**config.mk**
```make
export PLATFORM = sky130hd
export DESIGN_NAME = serial_image_loader_unit
export DESIGN_NICKNAME = d
export VERILOG_FILES = /design/src/rtl/core/sil_pkg.sv /design/src/rtl/core/serial_image_loader_unit.sv
export SDC_FILE = /design/constraint.sdc
export NUM_CORES = 1
export LEC_CHECK = 0
export BUFFER_PORTS_ARGS = -buffer_cell sky130_fd_sc_hd__buf_2
export CAP_MARGIN = 20
export CORE_MARGIN = 2
export CORE_UTILIZATION = 40
export DETAILED_ROUTE_END_ITERATION = 7
export GPL_TIMING_DRIVEN = 0
export HOLD_SLACK_MARGIN = 0.05
export PLACE_DENSITY_LB_ADDON = 0.1
export REMOVE_ABC_BUFFERS = 1
export SETUP_SLACK_MARGIN = 0.15
export SLEW_MARGIN = 10
export SYNTH_ARGS = -nofsm -noshare
export SYNTH_HDL_FRONTEND = slang
export SYNTH_SLANG_ARGS = --single-unit
```
**constraint.sdc**
```tcl
create_clock -name clk -period 8.1 [get_ports clk]
set_input_delay 0.81 -clock clk [delete_from_list [all_inputs] [get_ports clk]]
set_output_delay 0.81 -clock clk [all_outputs]
set_load 0.05 [all_outputs]
```
**src/rtl/core/sil_pkg.sv**
```systemverilog
// Shared types and constants for the serial image loader.
// Holds the transfer payload structs, phase, status and register codes.
// No dependencies.
`default_nettype none

package sil_pkg;

    // Input transfer: a session start or one received serial byte.
    typedef struct packed {
        logic       action;
        logic [7:0] rx_byte;
    } in_t;

    // Output transfer: status plus an optional memory write.
    typedef struct packed {
        logic [2:0]  status;
        logic        mem_write;
        logic [31:0] mem_address;
        logic [7:0]  mem_data;
    } out_t;

    // Load session phases, one-hot.
    typedef enum logic [3:0] {
        PH_IDLE  = 4'b0001,
        PH_MAGIC = 4'b0010,
        PH_SIZE  = 4'b0100,
        PH_DATA  = 4'b1000
    } phase_t;

    localparam logic ACT_START = 1'b0;
    localparam logic ACT_BYTE  = 1'b1;

    localparam logic [2:0] ST_IGNORED     = 3'd0;
    localparam logic [2:0] ST_HEADER      = 3'd1;
    localparam logic [2:0] ST_BOOT_UNSAFE = 3'd2;
    localparam logic [2:0] ST_BAD_MAGIC   = 3'd3;
    localparam logic [2:0] ST_BAD_SIZE    = 3'd4;
    localparam logic [2:0] ST_BAD_TARGET  = 3'd5;
    localparam logic [2:0] ST_STORED      = 3'd6;
    localparam logic [2:0] ST_COMPLETE    = 3'd7;

    localparam logic [2:0] CFG_LOAD_BASE     = 3'd0;
    localparam logic [2:0] CFG_RELOC_START   = 3'd1;
    localparam logic [2:0] CFG_RELOC_END     = 3'd2;
    localparam logic [2:0] CFG_TREE_START    = 3'd3;
    localparam logic [2:0] CFG_TREE_END      = 3'd4;
    localparam logic [2:0] CFG_RAMDISK_START = 3'd5;
    localparam logic [2:0] CFG_RAMDISK_END   = 3'd6;
    localparam logic [2:0] CFG_GUARD_FLAGS   = 3'd7;

    // Bit positions within guard_flags.
    localparam int GUARD_BOOT_OK = 0;
    localparam int GUARD_TREE    = 1;
    localparam int GUARD_RAMDISK = 2;

    localparam logic [31:0] LOADER_MAGIC = 32'h544F_4F42;

    // Slot of the last byte of a little-endian header word.
    localparam logic [1:0] LAST_SLOT = 2'd3;

endpackage

`default_nettype wire

```
**src/rtl/core/serial_image_loader_unit.sv**
```systemverilog
// Serial image loader: turns a received byte stream into boot image memory writes.
// Depends on sil_pkg for the payload structs, phase encoding and status codes.
//
//  Channel | Direction | Handshake               | Payload
//  --------+-----------+-------------------------+--------------------------------
//  in      | sink      | in_valid / in_stall     | sil_pkg::in_t  (action, rx_byte)
//  out     | source    | out_valid / out_stall   | sil_pkg::out_t (status, memory write)
//  cfg     | sink      | cfg_write (no wait)     | cfg_index, cfg_data
//
// Every input transfer yields exactly one output transfer, in the cycle after it is
// accepted. One item is accepted per cycle; the only limit is the single result
// register, so the input is stalled only while a held result is itself stalled.
// The deepest path is the header size check: one 33-bit add followed by parallel
// range compares, all into the result register.
// Reset (rst_n low, asynchronous) clears the configuration registers, the session
// state and the result valid flag.
`default_nettype none

module serial_image_loader_unit #(
    parameter int MAX_IMAGE_BYTES = 16777216
) (
    input  wire logic         clk,
    input  wire logic         rst_n,

    input  wire logic         in_valid,
    output logic              in_stall,
    input  wire sil_pkg::in_t in_data,

    output logic              out_valid,
    input  wire logic         out_stall,
    output sil_pkg::out_t     out_data,

    input  wire logic         cfg_write,
    input  wire logic [2:0]   cfg_index,
    input  wire logic [31:0]  cfg_data
);

    // Width of the image length and byte counter: just enough to hold the maximum.
    localparam int LEN_W = $clog2(MAX_IMAGE_BYTES + 1);
    localparam logic [31:0] MAX_SIZE = 32'(MAX_IMAGE_BYTES);

    // Configuration registers.
    logic [31:0] load_base_reg;
    logic [31:0] reloc_start_reg;
    logic [31:0] reloc_end_reg;
    logic [31:0] tree_start_reg;
    logic [31:0] tree_end_reg;
    logic [31:0] ramdisk_start_reg;
    logic [31:0] ramdisk_end_reg;
    logic [2:0]  guard_flags_reg;

    // Session state. Header words are gathered in their low three bytes only:
    // the fourth byte arrives with the transfer that completes the word.
    sil_pkg::phase_t phase_reg, phase_next;
    logic [1:0]      slot_reg, slot_next;
    logic [23:0]     gather_reg, gather_next;
    logic [LEN_W-1:0] length_reg, length_next;
    logic [LEN_W-1:0] count_reg, count_next;

    // Result register.
    logic          out_valid_reg, out_valid_next;
    sil_pkg::out_t result_reg, result_next;

    logic        in_accept;
    logic [31:0] word_full;
    logic [32:0] window_end;
    logic [2:0]  size_status;
    logic [LEN_W-1:0] count_inc;

    // A blocked range is clear when the target window ends at or before its start,
    // or it ends at or before the window start. Empty or reversed ranges are taken as is.
    function automatic logic range_clear(
        input logic [32:0] win_end,
        input logic [31:0] win_start,
        input logic [31:0] blk_start,
        input logic [31:0] blk_end
    );
        return (win_end <= {1'b0, blk_start}) || (blk_end <= win_start);
    endfunction

    // A held result that is stalled blocks the next transfer; otherwise the result
    // register is free or empties in this same cycle.
    assign in_stall  = out_valid_reg & out_stall;
    assign in_accept = in_valid & ~in_stall;

    assign out_valid = out_valid_reg;
    assign out_data  = result_reg;

    // Header word as it stands once the current byte lands in the top slot.
    assign word_full  = {in_data.rx_byte, gather_reg};
    assign window_end = {1'b0, load_base_reg} + {1'b0, word_full};
    assign count_inc  = count_reg + LEN_W'(1);

    // Size and target window check, evaluated in parallel and prioritised here.
    always_comb
    begin
        priority if ((word_full == 32'd0) || (word_full > MAX_SIZE))
        begin
            size_status = sil_pkg::ST_BAD_SIZE;
        end
        else if (window_end[32])
        begin
            size_status = sil_pkg::ST_BAD_TARGET;
        end
        else if (!range_clear(window_end, load_base_reg, reloc_start_reg, reloc_end_reg))
        begin
            size_status = sil_pkg::ST_BAD_TARGET;
        end
        else if (guard_flags_reg[sil_pkg::GUARD_TREE] &&
                 !range_clear(window_end, load_base_reg, tree_start_reg, tree_end_reg))
        begin
            size_status = sil_pkg::ST_BAD_TARGET;
        end
        else if (guard_flags_reg[sil_pkg::GUARD_RAMDISK] &&
                 !range_clear(window_end, load_base_reg, ramdisk_start_reg, ramdisk_end_reg))
        begin
            size_status = sil_pkg::ST_BAD_TARGET;
        end
        else
        begin
            size_status = sil_pkg::ST_HEADER;
        end
    end

    // Next session state and result for the transfer being accepted.
    always_comb
    begin
        phase_next  = phase_reg;
        slot_next   = slot_reg;
        gather_next = gather_reg;
        length_next = length_reg;
        count_next  = count_reg;
        result_next = '0;

        if (in_accept)
        begin
            if (in_data.action == sil_pkg::ACT_START)
            begin
                // A start always drops any session in progress.
                slot_next   = '0;
                gather_next = '0;
                count_next  = '0;
                if (guard_flags_reg[sil_pkg::GUARD_BOOT_OK])
                begin
                    phase_next         = sil_pkg::PH_MAGIC;
                    result_next.status = sil_pkg::ST_HEADER;
                end
                else
                begin
                    phase_next         = sil_pkg::PH_IDLE;
                    result_next.status = sil_pkg::ST_BOOT_UNSAFE;
                end
            end
            else
            begin
                unique case (phase_reg)
                    sil_pkg::PH_IDLE:
                    begin
                        result_next.status = sil_pkg::ST_IGNORED;
                    end
                    sil_pkg::PH_MAGIC:
                    begin
                        result_next.status = sil_pkg::ST_HEADER;
                        slot_next          = slot_reg + 2'd1;
                        if (slot_reg == sil_pkg::LAST_SLOT)
                        begin
                            gather_next = '0;
                            if (word_full != sil_pkg::LOADER_MAGIC)
                            begin
                                result_next.status = sil_pkg::ST_BAD_MAGIC;
                                phase_next         = sil_pkg::PH_IDLE;
                            end
                            else
                            begin
                                phase_next = sil_pkg::PH_SIZE;
                            end
                        end
                        else
                        begin
                            gather_next = gather_reg |
                                          (24'(in_data.rx_byte) << {slot_reg, 3'b000});
                        end
                    end
                    sil_pkg::PH_SIZE:
                    begin
                        result_next.status = sil_pkg::ST_HEADER;
                        slot_next          = slot_reg + 2'd1;
                        if (slot_reg == sil_pkg::LAST_SLOT)
                        begin
                            gather_next        = '0;
                            result_next.status = size_status;
                            if (size_status == sil_pkg::ST_HEADER)
                            begin
                                length_next = word_full[LEN_W-1:0];
                                count_next  = '0;
                                phase_next  = sil_pkg::PH_DATA;
                            end
                            else
                            begin
                                phase_next = sil_pkg::PH_IDLE;
                            end
                        end
                        else
                        begin
                            gather_next = gather_reg |
                                          (24'(in_data.rx_byte) << {slot_reg, 3'b000});
                        end
                    end
                    sil_pkg::PH_DATA:
                    begin
                        // The address always follows the present load base.
                        result_next.mem_write   = 1'b1;
                        result_next.mem_address = load_base_reg +
                                                  {{(32 - LEN_W){1'b0}}, count_reg};
                        result_next.mem_data    = in_data.rx_byte;
                        count_next              = count_inc;
                        if (count_inc >= length_reg)
                        begin
                            result_next.status = sil_pkg::ST_COMPLETE;
                            phase_next         = sil_pkg::PH_IDLE;
                        end
                        else
                        begin
                            result_next.status = sil_pkg::ST_STORED;
                        end
                    end
                    default:
                    begin
                        result_next.status = sil_pkg::ST_IGNORED;
                        phase_next         = sil_pkg::PH_IDLE;
                    end
                endcase
            end
        end
    end

    // The result register fills on every accepted transfer and empties when taken.
    always_comb
    begin
        if (in_accept)
        begin
            out_valid_next = 1'b1;
        end
        else if (out_stall)
        begin
            out_valid_next = out_valid_reg;
        end
        else
        begin
            out_valid_next = 1'b0;
        end
    end

    always_ff @(posedge clk or negedge rst_n)
    begin
        if (!rst_n)
        begin
            phase_reg     <= sil_pkg::PH_IDLE;
            slot_reg      <= '0;
            gather_reg    <= '0;
            length_reg    <= '0;
            count_reg     <= '0;
            out_valid_reg <= 1'b0;
        end
        else
        begin
            phase_reg     <= phase_next;
            slot_reg      <= slot_next;
            gather_reg    <= gather_next;
            length_reg    <= length_next;
            count_reg     <= count_next;
            out_valid_reg <= out_valid_next;
        end
    end

    // Result payload is only loaded on an accepted transfer.
    always_ff @(posedge clk)
    begin
        if (in_accept)
        begin
            result_reg <= result_next;
        end
    end

    // Configuration writes take effect at once; the checks are not repeated.
    always_ff @(posedge clk or negedge rst_n)
    begin
        if (!rst_n)
        begin
            load_base_reg     <= '0;
            reloc_start_reg   <= '0;
            reloc_end_reg     <= '0;
            tree_start_reg    <= '0;
            tree_end_reg      <= '0;
            ramdisk_start_reg <= '0;
            ramdisk_end_reg   <= '0;
            guard_flags_reg   <= '0;
        end
        else if (cfg_write)
        begin
            unique case (cfg_index)
                sil_pkg::CFG_LOAD_BASE:     load_base_reg     <= cfg_data;
                sil_pkg::CFG_RELOC_START:   reloc_start_reg   <= cfg_data;
                sil_pkg::CFG_RELOC_END:     reloc_end_reg     <= cfg_data;
                sil_pkg::CFG_TREE_START:    tree_start_reg    <= cfg_data;
                sil_pkg::CFG_TREE_END:      tree_end_reg      <= cfg_data;
                sil_pkg::CFG_RAMDISK_START: ramdisk_start_reg <= cfg_data;
                sil_pkg::CFG_RAMDISK_END:   ramdisk_end_reg   <= cfg_data;
                sil_pkg::CFG_GUARD_FLAGS:   guard_flags_reg   <= cfg_data[2:0];
            endcase
        end
    end

endmodule

`default_nettype wire

```
; ---- After elaboration in Yosys (flattened, before gate mapping)
; Index checks and enable logic that the tools add are counted.
[totals]
register_bits = 352
in_bits = 49
output_inout_bits = 46
elab_cells = 113
[op_classes]
add_sub_neg = 4
order_cmp = 8
n_eq_ne = 22
n_shift = 1
muxes = 32
bitwise = 4
reduce_logical = 24
[ops]
columns = cell, count
row1 = <= comparator 33 x 32 -> 1 bit, 3
row2 = <= comparator 32 bit, 3
row3 = 2-to-1 mux 25 bit, 3
row4 = 2-to-1 mux 24 bit, 3
row5 = case mux 25 bit (2 select lines), 1
row6 = 2-to-1 mux 41 bit, 1
row7 = adder 32 x 32 -> 33 bit, 1
row8 = adder 32 x 25 -> 32 bit, 1
row9 = "> comparator 32 x 25 -> 1 bit, second input constant", 1
row10 = zero test 32 bit, 1
row11 = "inequality test 32 x 31 -> 1 bit, second input constant", 1
row12 = "adder 25 x 1 -> 25 bit, second input constant", 1
row13 = >= comparator 25 bit, 1
row14 = 2-to-1 mux 3 bit, 8
row15 = bitwise OR 24 bit, 1
row16 = left shift 8 x 5 -> 24 bit, 1
row17 = 2-to-1 mux 4 bit, 5
row18 = AND reduction 2 bit, 10
row19 = case mux 4 bit (4 select lines), 1
row20 = "== test 3 bit, second input constant", 4
row21 = 2-to-1 mux 2 bit, 6
row22 = "inequality test 3 bit, second input constant", 4
row23 = AND reduction 5 bit, 2
row24 = case mux 3 bit (3 select lines), 1
row25 = other kinds (20), 31

; ---- Depth between registers and ports, before layout
[depth]
word_depth = 15
depth_mapped = 23
ltp_nobuf = 22

; ---- Least setup slack after synthesis
; Ideal clock, no wire load.
[synth_path]
path_kind = reg2reg
from = register load_base_reg[0]
to = register length_reg[10]
setup_time_ns = 0.125
arrival_ns = 5.092
required_time_ns = 7.975
path_slack_ns = 2.883
path_stages_with_launch = 24
n_path_buf = 1
period_less_slack_ns = 5.217
path_cell_list = dfrtp_1 ha_1 inv_1 fa_1 nand2b_1 a21oi_1 o211ai_1 a2111o_1 nand2_1 a31oi_1 o21bai_1 a21oi_1 xnor2_1 ha_1 a21o_1 a211oi_1 o21bai_1 a21o_1 a2111oi_2 a311oi_2 nor4_4 nand4_4 buf_6 mux2_4
[synth_between]
elab_chain_len = 12
word_cells_on_any_way = 21
cone_classes = add/sub (1) / order compare (6) / eq/ne (1) / mux (5) / reduce/logical (8)
[synth_lines]
columns = item, line
row1 = start: declaration, serial_image_loader_unit.sv:43  ; logic [31:0] load_base_reg;
row2 = start signal: assignment, serial_image_loader_unit.sv:302  ; sil_pkg::CFG_LOAD_BASE: load_base_reg <= cfg_data;
row3 = adder 32 x 32 -> 33 bit, serial_image_loader_unit.sv:91  ; assign window_end = {1'b0, load_base_reg} + {1'b0, word_full};
row4 = <= comparator 33 x 32 -> 1 bit, serial_image_loader_unit.sv:78  ; return (win_end <= {1'b0, blk_start}) || (blk_end <= win_start);
row5 = logical OR 1 bit, serial_image_loader_unit.sv:78
row6 = zero test 1 bit, serial_image_loader_unit.sv:115  ; !range_clear(window_end, load_base_reg, ramdisk_start_reg, ramdisk_end_reg))
row7 = logical AND 1 bit, serial_image_loader_unit.sv:114  ; else if (guard_flags_reg[sil_pkg::GUARD_RAMDISK] &&
row8 = 2-to-1 mux 3 bit, serial_image_loader_unit.sv:114
row9 = 2-to-1 mux 3 bit, serial_image_loader_unit.sv:109  ; else if (guard_flags_reg[sil_pkg::GUARD_TREE] &&
row10 = 2-to-1 mux 3 bit, serial_image_loader_unit.sv:105  ; else if (!range_clear(window_end, load_base_reg, reloc_start_reg, reloc_end_reg))
row11 = 2-to-1 mux 3 bit (*), serial_image_loader_unit.sv:101  ; else if (window_end[32])
row12 = 2-to-1 mux 3 bit (*), serial_image_loader_unit.sv:97  ; priority if ((word_full == 32'd0) || (word_full > MAX_SIZE))
row13 = == test 3 x 1 -> 1 bit (*), serial_image_loader_unit.sv:192  ; if (size_status == sil_pkg::ST_HEADER)
row14 = AND reduction 5 bit (no source line) (*), -
row15 = end signal: assignment, serial_image_loader_unit.sv:270  ; length_reg <= length_next;
row16 = end: declaration, serial_image_loader_unit.sv:57  ; logic [LEN_W-1:0] length_reg, length_next;
; Mark *: on every way between the ends. The rest lies on a longest branch, timed or not.
; A chain may end at the register's enable or synchronous reset.

; ---- Worst setup path after layout
[layout_path]
from = register load_base_reg[0]
to = register length_reg[8]
; Same word-level chain as after synthesis.

==> results.yml <==
run_status:
  run_status: "completed"
pwr:
  leakage_nw: 11.7
  power_per_cell_area_nw_per_um2: 268
  power.ir.vdd_worst_v: 0.000144
timing:
  finalWorstPathRequiredPeriod_ns: 6.93
  setup_repair_after_global_routing_missed_its_margin: "false"
  maxSlewHeadroom: 0.296
  timing.fmax_ghz: 0.144
  setup-violations-final: 0
  final_min_period_over_clock_period: 0.856
  timing.final.hold_violations: 0
  finalWorstSetupSlack_ns: 1.17
  maxSlewViolCount: 0
  final.setup.tns_ns: 0
  fin_skew_ns: 0.0192
  worstMarginPinSlew_ns: 1.06
final_layout:
  post_route_cells_drive_above_1_share: 0.180
  layout.nets: 2555
  syn2layout_area_growth_pct: 13.3
  largest_reg_flops: 44
  multi_input_comb_area_um2: 11900
  n_fill_cell: 5017
  final_util: 0.459
  seq_area_um2: 9030
setup_path:
  worstSetupEndpointType: "flip-flop"
  crit_type: "reg -> reg"
  crit_required_ns: 8.55
  crit_buf_inv: 1
  path_cells: "ha_1 > inv_1 > fa_1 > nand2b_1 > a21oi_1 > o211ai_1 > a2111o_1 > nand2_1 > a31oi_1 > o21bai_1 > a31oi_1 > xnor2_1 > ha_1 > a2111oi_0 > o311ai_0 > a211oi_1 > nor3_1 > nor4_4 > nand4_4 > mux2_4"
  critPathSlowestCell: "sky130_fd_sc_hd__a2111oi_0"
  critical_path.max_stage_delay_ns: 0.66
  critPathMaxFanout: 25
  cp_data_arrival_time_ns: 7.38
  timing.critical_path.from_type: "flip-flop"
  setup.reg_to_reg.worst_slack_ns: 1.17
  critPathTopFamily: "compound AO/OA/AOI/OAI gates"
clocking:
  clk_transition_reported_paths_ns: 0.06
  worst_skew_pair.late_latency_ns: 0.58
  number_of_clock_buffers_inserted_by_tritoncts: 44
  clock_tree_root: "sky130_fd_sc_hd__clkbuf_16"
  cts-root-to-sink-buffers: 3
  post_cts_buffers: 0
  cts-htree-levels: 2
  tritoncts: "done"
  clkSinkCount: 352
route:
  detail_route.drc_violations: 0
  ant_nets: 0
  drt-total-wl_um: 60400
  detail_route.iter0.violations: 741
  drt-vias-per-instance: 5.53
  wire_per_inst_um: 20.5
  route.vias.total: 16300
  tritonroute_pass_1_iters: 6
global_routing:
  grt_overflow_total: 0
  grt_max_degree: 107
  grt.total_usage: 0.216
  grt_pass1_vias: 16300
  grt_antenna_before_repair: 1
  grt_pass1_wl_um: 93700
die:
  design.die.area_um2: 56400
  core_region_area_um2: 53800
  start_util: 0.405
  die_x_um: 237
  placement_rows: 85
  die_height_um: 237
  ios: 95
placed_design:
  gp_congestion: 0.868
  place_worst_setup_slack_ns: 1.31
  port_buffers: 94
  dpl.hpwl_um: 46800
job:
  cap_violations: 0
synthesis:
  synthDistinctLibCells: 74
  syn_area_um2: 21800
  synth_enable_flop_cells: 44
  proportion_of_synthesized_chip_area_in_sequential_cells: 0.414
  synth_top_cell_by_area: "sky130_fd_sc_hd__dfrtp_1"
  yosys_warnings: 0
  asyncSetResetFlopFracSynth: 0.875
  post_synth_inst_count: 2109
  syn_area_per_cell_um2: 10.3
  synth.area.top_cells: "sky130_fd_sc_hd__dfrtp_1, sky130_fd_sc_hd__ha_1, sky130_fd_sc_hd__mux2_2"
  yosys.area.top_type_share: 0.352
  dominantRegCellSynth: "sky130_fd_sc_hd__dfrtp_1"
  synth-seq-cells: 352
hold_path:
  hp-class: "in -> reg"
## logic make-up (layout without fill, tap and decap cells)
| group | count (synthesis) | after routing | synth area share |
|---|---|---|---|
| compound gates | 481 | 481 | 0.140 |
| xor+xnor | 67 | 67 | 0.0269 |
| fa+ha+maj | 278 | 278 | 0.160 |
| buf+inv | 235 | 383 | 0.0416 |
| flops | 352 | 352 | 0.414 |
| mux | 190 | 190 | 0.101 |
| other cells | 0 | 1 | 0 |
| simple gates | 506 | 506 | 0.116 |
## synthesized netlist by cell type (44+ instances only)
library cell and instances:
sky130_fd_sc_hd__nand4_1 56, sky130_fd_sc_hd__nand3_1 44, sky130_fd_sc_hd__edfxtp_1 44, sky130_fd_sc_hd__mux2_2 168, sky130_fd_sc_hd__nor2_1 112, sky130_fd_sc_hd__inv_1 184, sky130_fd_sc_hd__a21oi_1 145, sky130_fd_sc_hd__clkbuf_1 46
sky130_fd_sc_hd__o21ai_0 123, sky130_fd_sc_hd__nand2_1 142, sky130_fd_sc_hd__dfrtp_1 307, sky130_fd_sc_hd__a21o_1 48, sky130_fd_sc_hd__ha_1 276
## path summary, 6_finish.rpt
check,from,cells past startpoint,endpoint
setup / recovery,load_base_reg[0]$_DFFE_PN0P_,20,length_reg[8]$_DFFE_PN0P_
hold / removal,in_valid,2,out_valid$_DFFE_PN0P_
setup reg to reg,load_base_reg[0]$_DFFE_PN0P_,20,length_reg[8]$_DFFE_PN0P_
hold reg to reg,tree_start_reg[12]$_DFFE_PN0P_,1,tree_start_reg[12]$_DFFE_PN0P_
max in group asynchronous,rst_n,4,ramdisk_end_reg[31]$_DFFE_PN0P_
min in group asynchronous,rst_n,2,tree_end_reg[10]$_DFFE_PN0P_
## area by class of cell
| class | instances | share of cell area |
|---|---|---|
| clock buffers | 58 | 0.0500 |
| diodes | 1 | 0.000101 |
| flip-flops and latches | 352 | 0.366 |
| well taps | 696 | 0.0353 |
| multi-input cells | 1522 | 0.482 |
| clock inverters | 17 | 0.00486 |
| repair buffers | 124 | 0.0341 |
| inverters | 184 | 0.0280 |
## stage by stage
stage	std cells	total power, mW	hold WS [ns]	instance area, µm²
after detailed placement	2877	4.75	0.493	23300
after floorplan	2058	3.96	0.473	21600
after global routing	2953	7.11	0.447	24700
final	2954	6.61	0.454	24700
after global placement	2848	4.68	0.488	22900
after CTS	2953	6.67	0.418	24700
## per-layer routing
| metal | wire, µm | vias up | track usage |
|---|---|---|---|
| met3 | 2030 | 85 | 0.0285 |
| met2 | 28000 | 293 | 0.354 |
| met1 | 28800 | 8041 | 0.300 |
| li1 | - | 7919 | - |
| met5 | 0 | - | 0 |
| met4 | 1520 | 0 | 0.0621 |
## what timing repair did
action	4_1_cts	5_1_grt
resized for setup	0	0
hold buffers	1	0
endpoints found under the setup margin	0	0
endpoints found under the hold margin	2	0
## layout by cell type (no fill, tap or decap), types with 7 or more instances in the layout
master and n:
sky130_fd_sc_hd__nor2_1 111, sky130_fd_sc_hd__xor2_1 29, sky130_fd_sc_hd__ha_1 276, sky130_fd_sc_hd__dfrtp_1 307
sky130_fd_sc_hd__edfxtp_1 44, sky130_fd_sc_hd__o211ai_1 11, sky130_fd_sc_hd__a31oi_1 11, sky130_fd_sc_hd__nor4_1 16
sky130_fd_sc_hd__a211oi_1 21, sky130_fd_sc_hd__and3_1 24, sky130_fd_sc_hd__a22o_1 22, sky130_fd_sc_hd__nand2_1 141
sky130_fd_sc_hd__o21a_1 20, sky130_fd_sc_hd__nand4_1 56, sky130_fd_sc_hd__clkbuf_16 45, sky130_fd_sc_hd__clkbuf_1 7
sky130_fd_sc_hd__buf_2 94, sky130_fd_sc_hd__and2_1 19, sky130_fd_sc_hd__buf_4 11, sky130_fd_sc_hd__nand2b_1 10
sky130_fd_sc_hd__nand3_1 44, sky130_fd_sc_hd__mux2_2 168, sky130_fd_sc_hd__nor3_1 31, sky130_fd_sc_hd__mux2_4 19
sky130_fd_sc_hd__a21oi_1 144, sky130_fd_sc_hd__clkinv_2 13, sky130_fd_sc_hd__inv_1 183, sky130_fd_sc_hd__buf_6 9
sky130_fd_sc_hd__nor2b_1 19, sky130_fd_sc_hd__o21bai_1 8, sky130_fd_sc_hd__a21o_1 48, sky130_fd_sc_hd__o21ai_0 123
sky130_fd_sc_hd__xnor2_1 38
## report_power, final
group	switching (mW)	internal [mW]	total (mW)
Sequential	0.252	2.08	2.33
Clock	0.778	1.10	1.88
Combinational	1.42	0.979	2.40
Total	2.45	4.16	6.61
(Power assumes the default switching activity.)
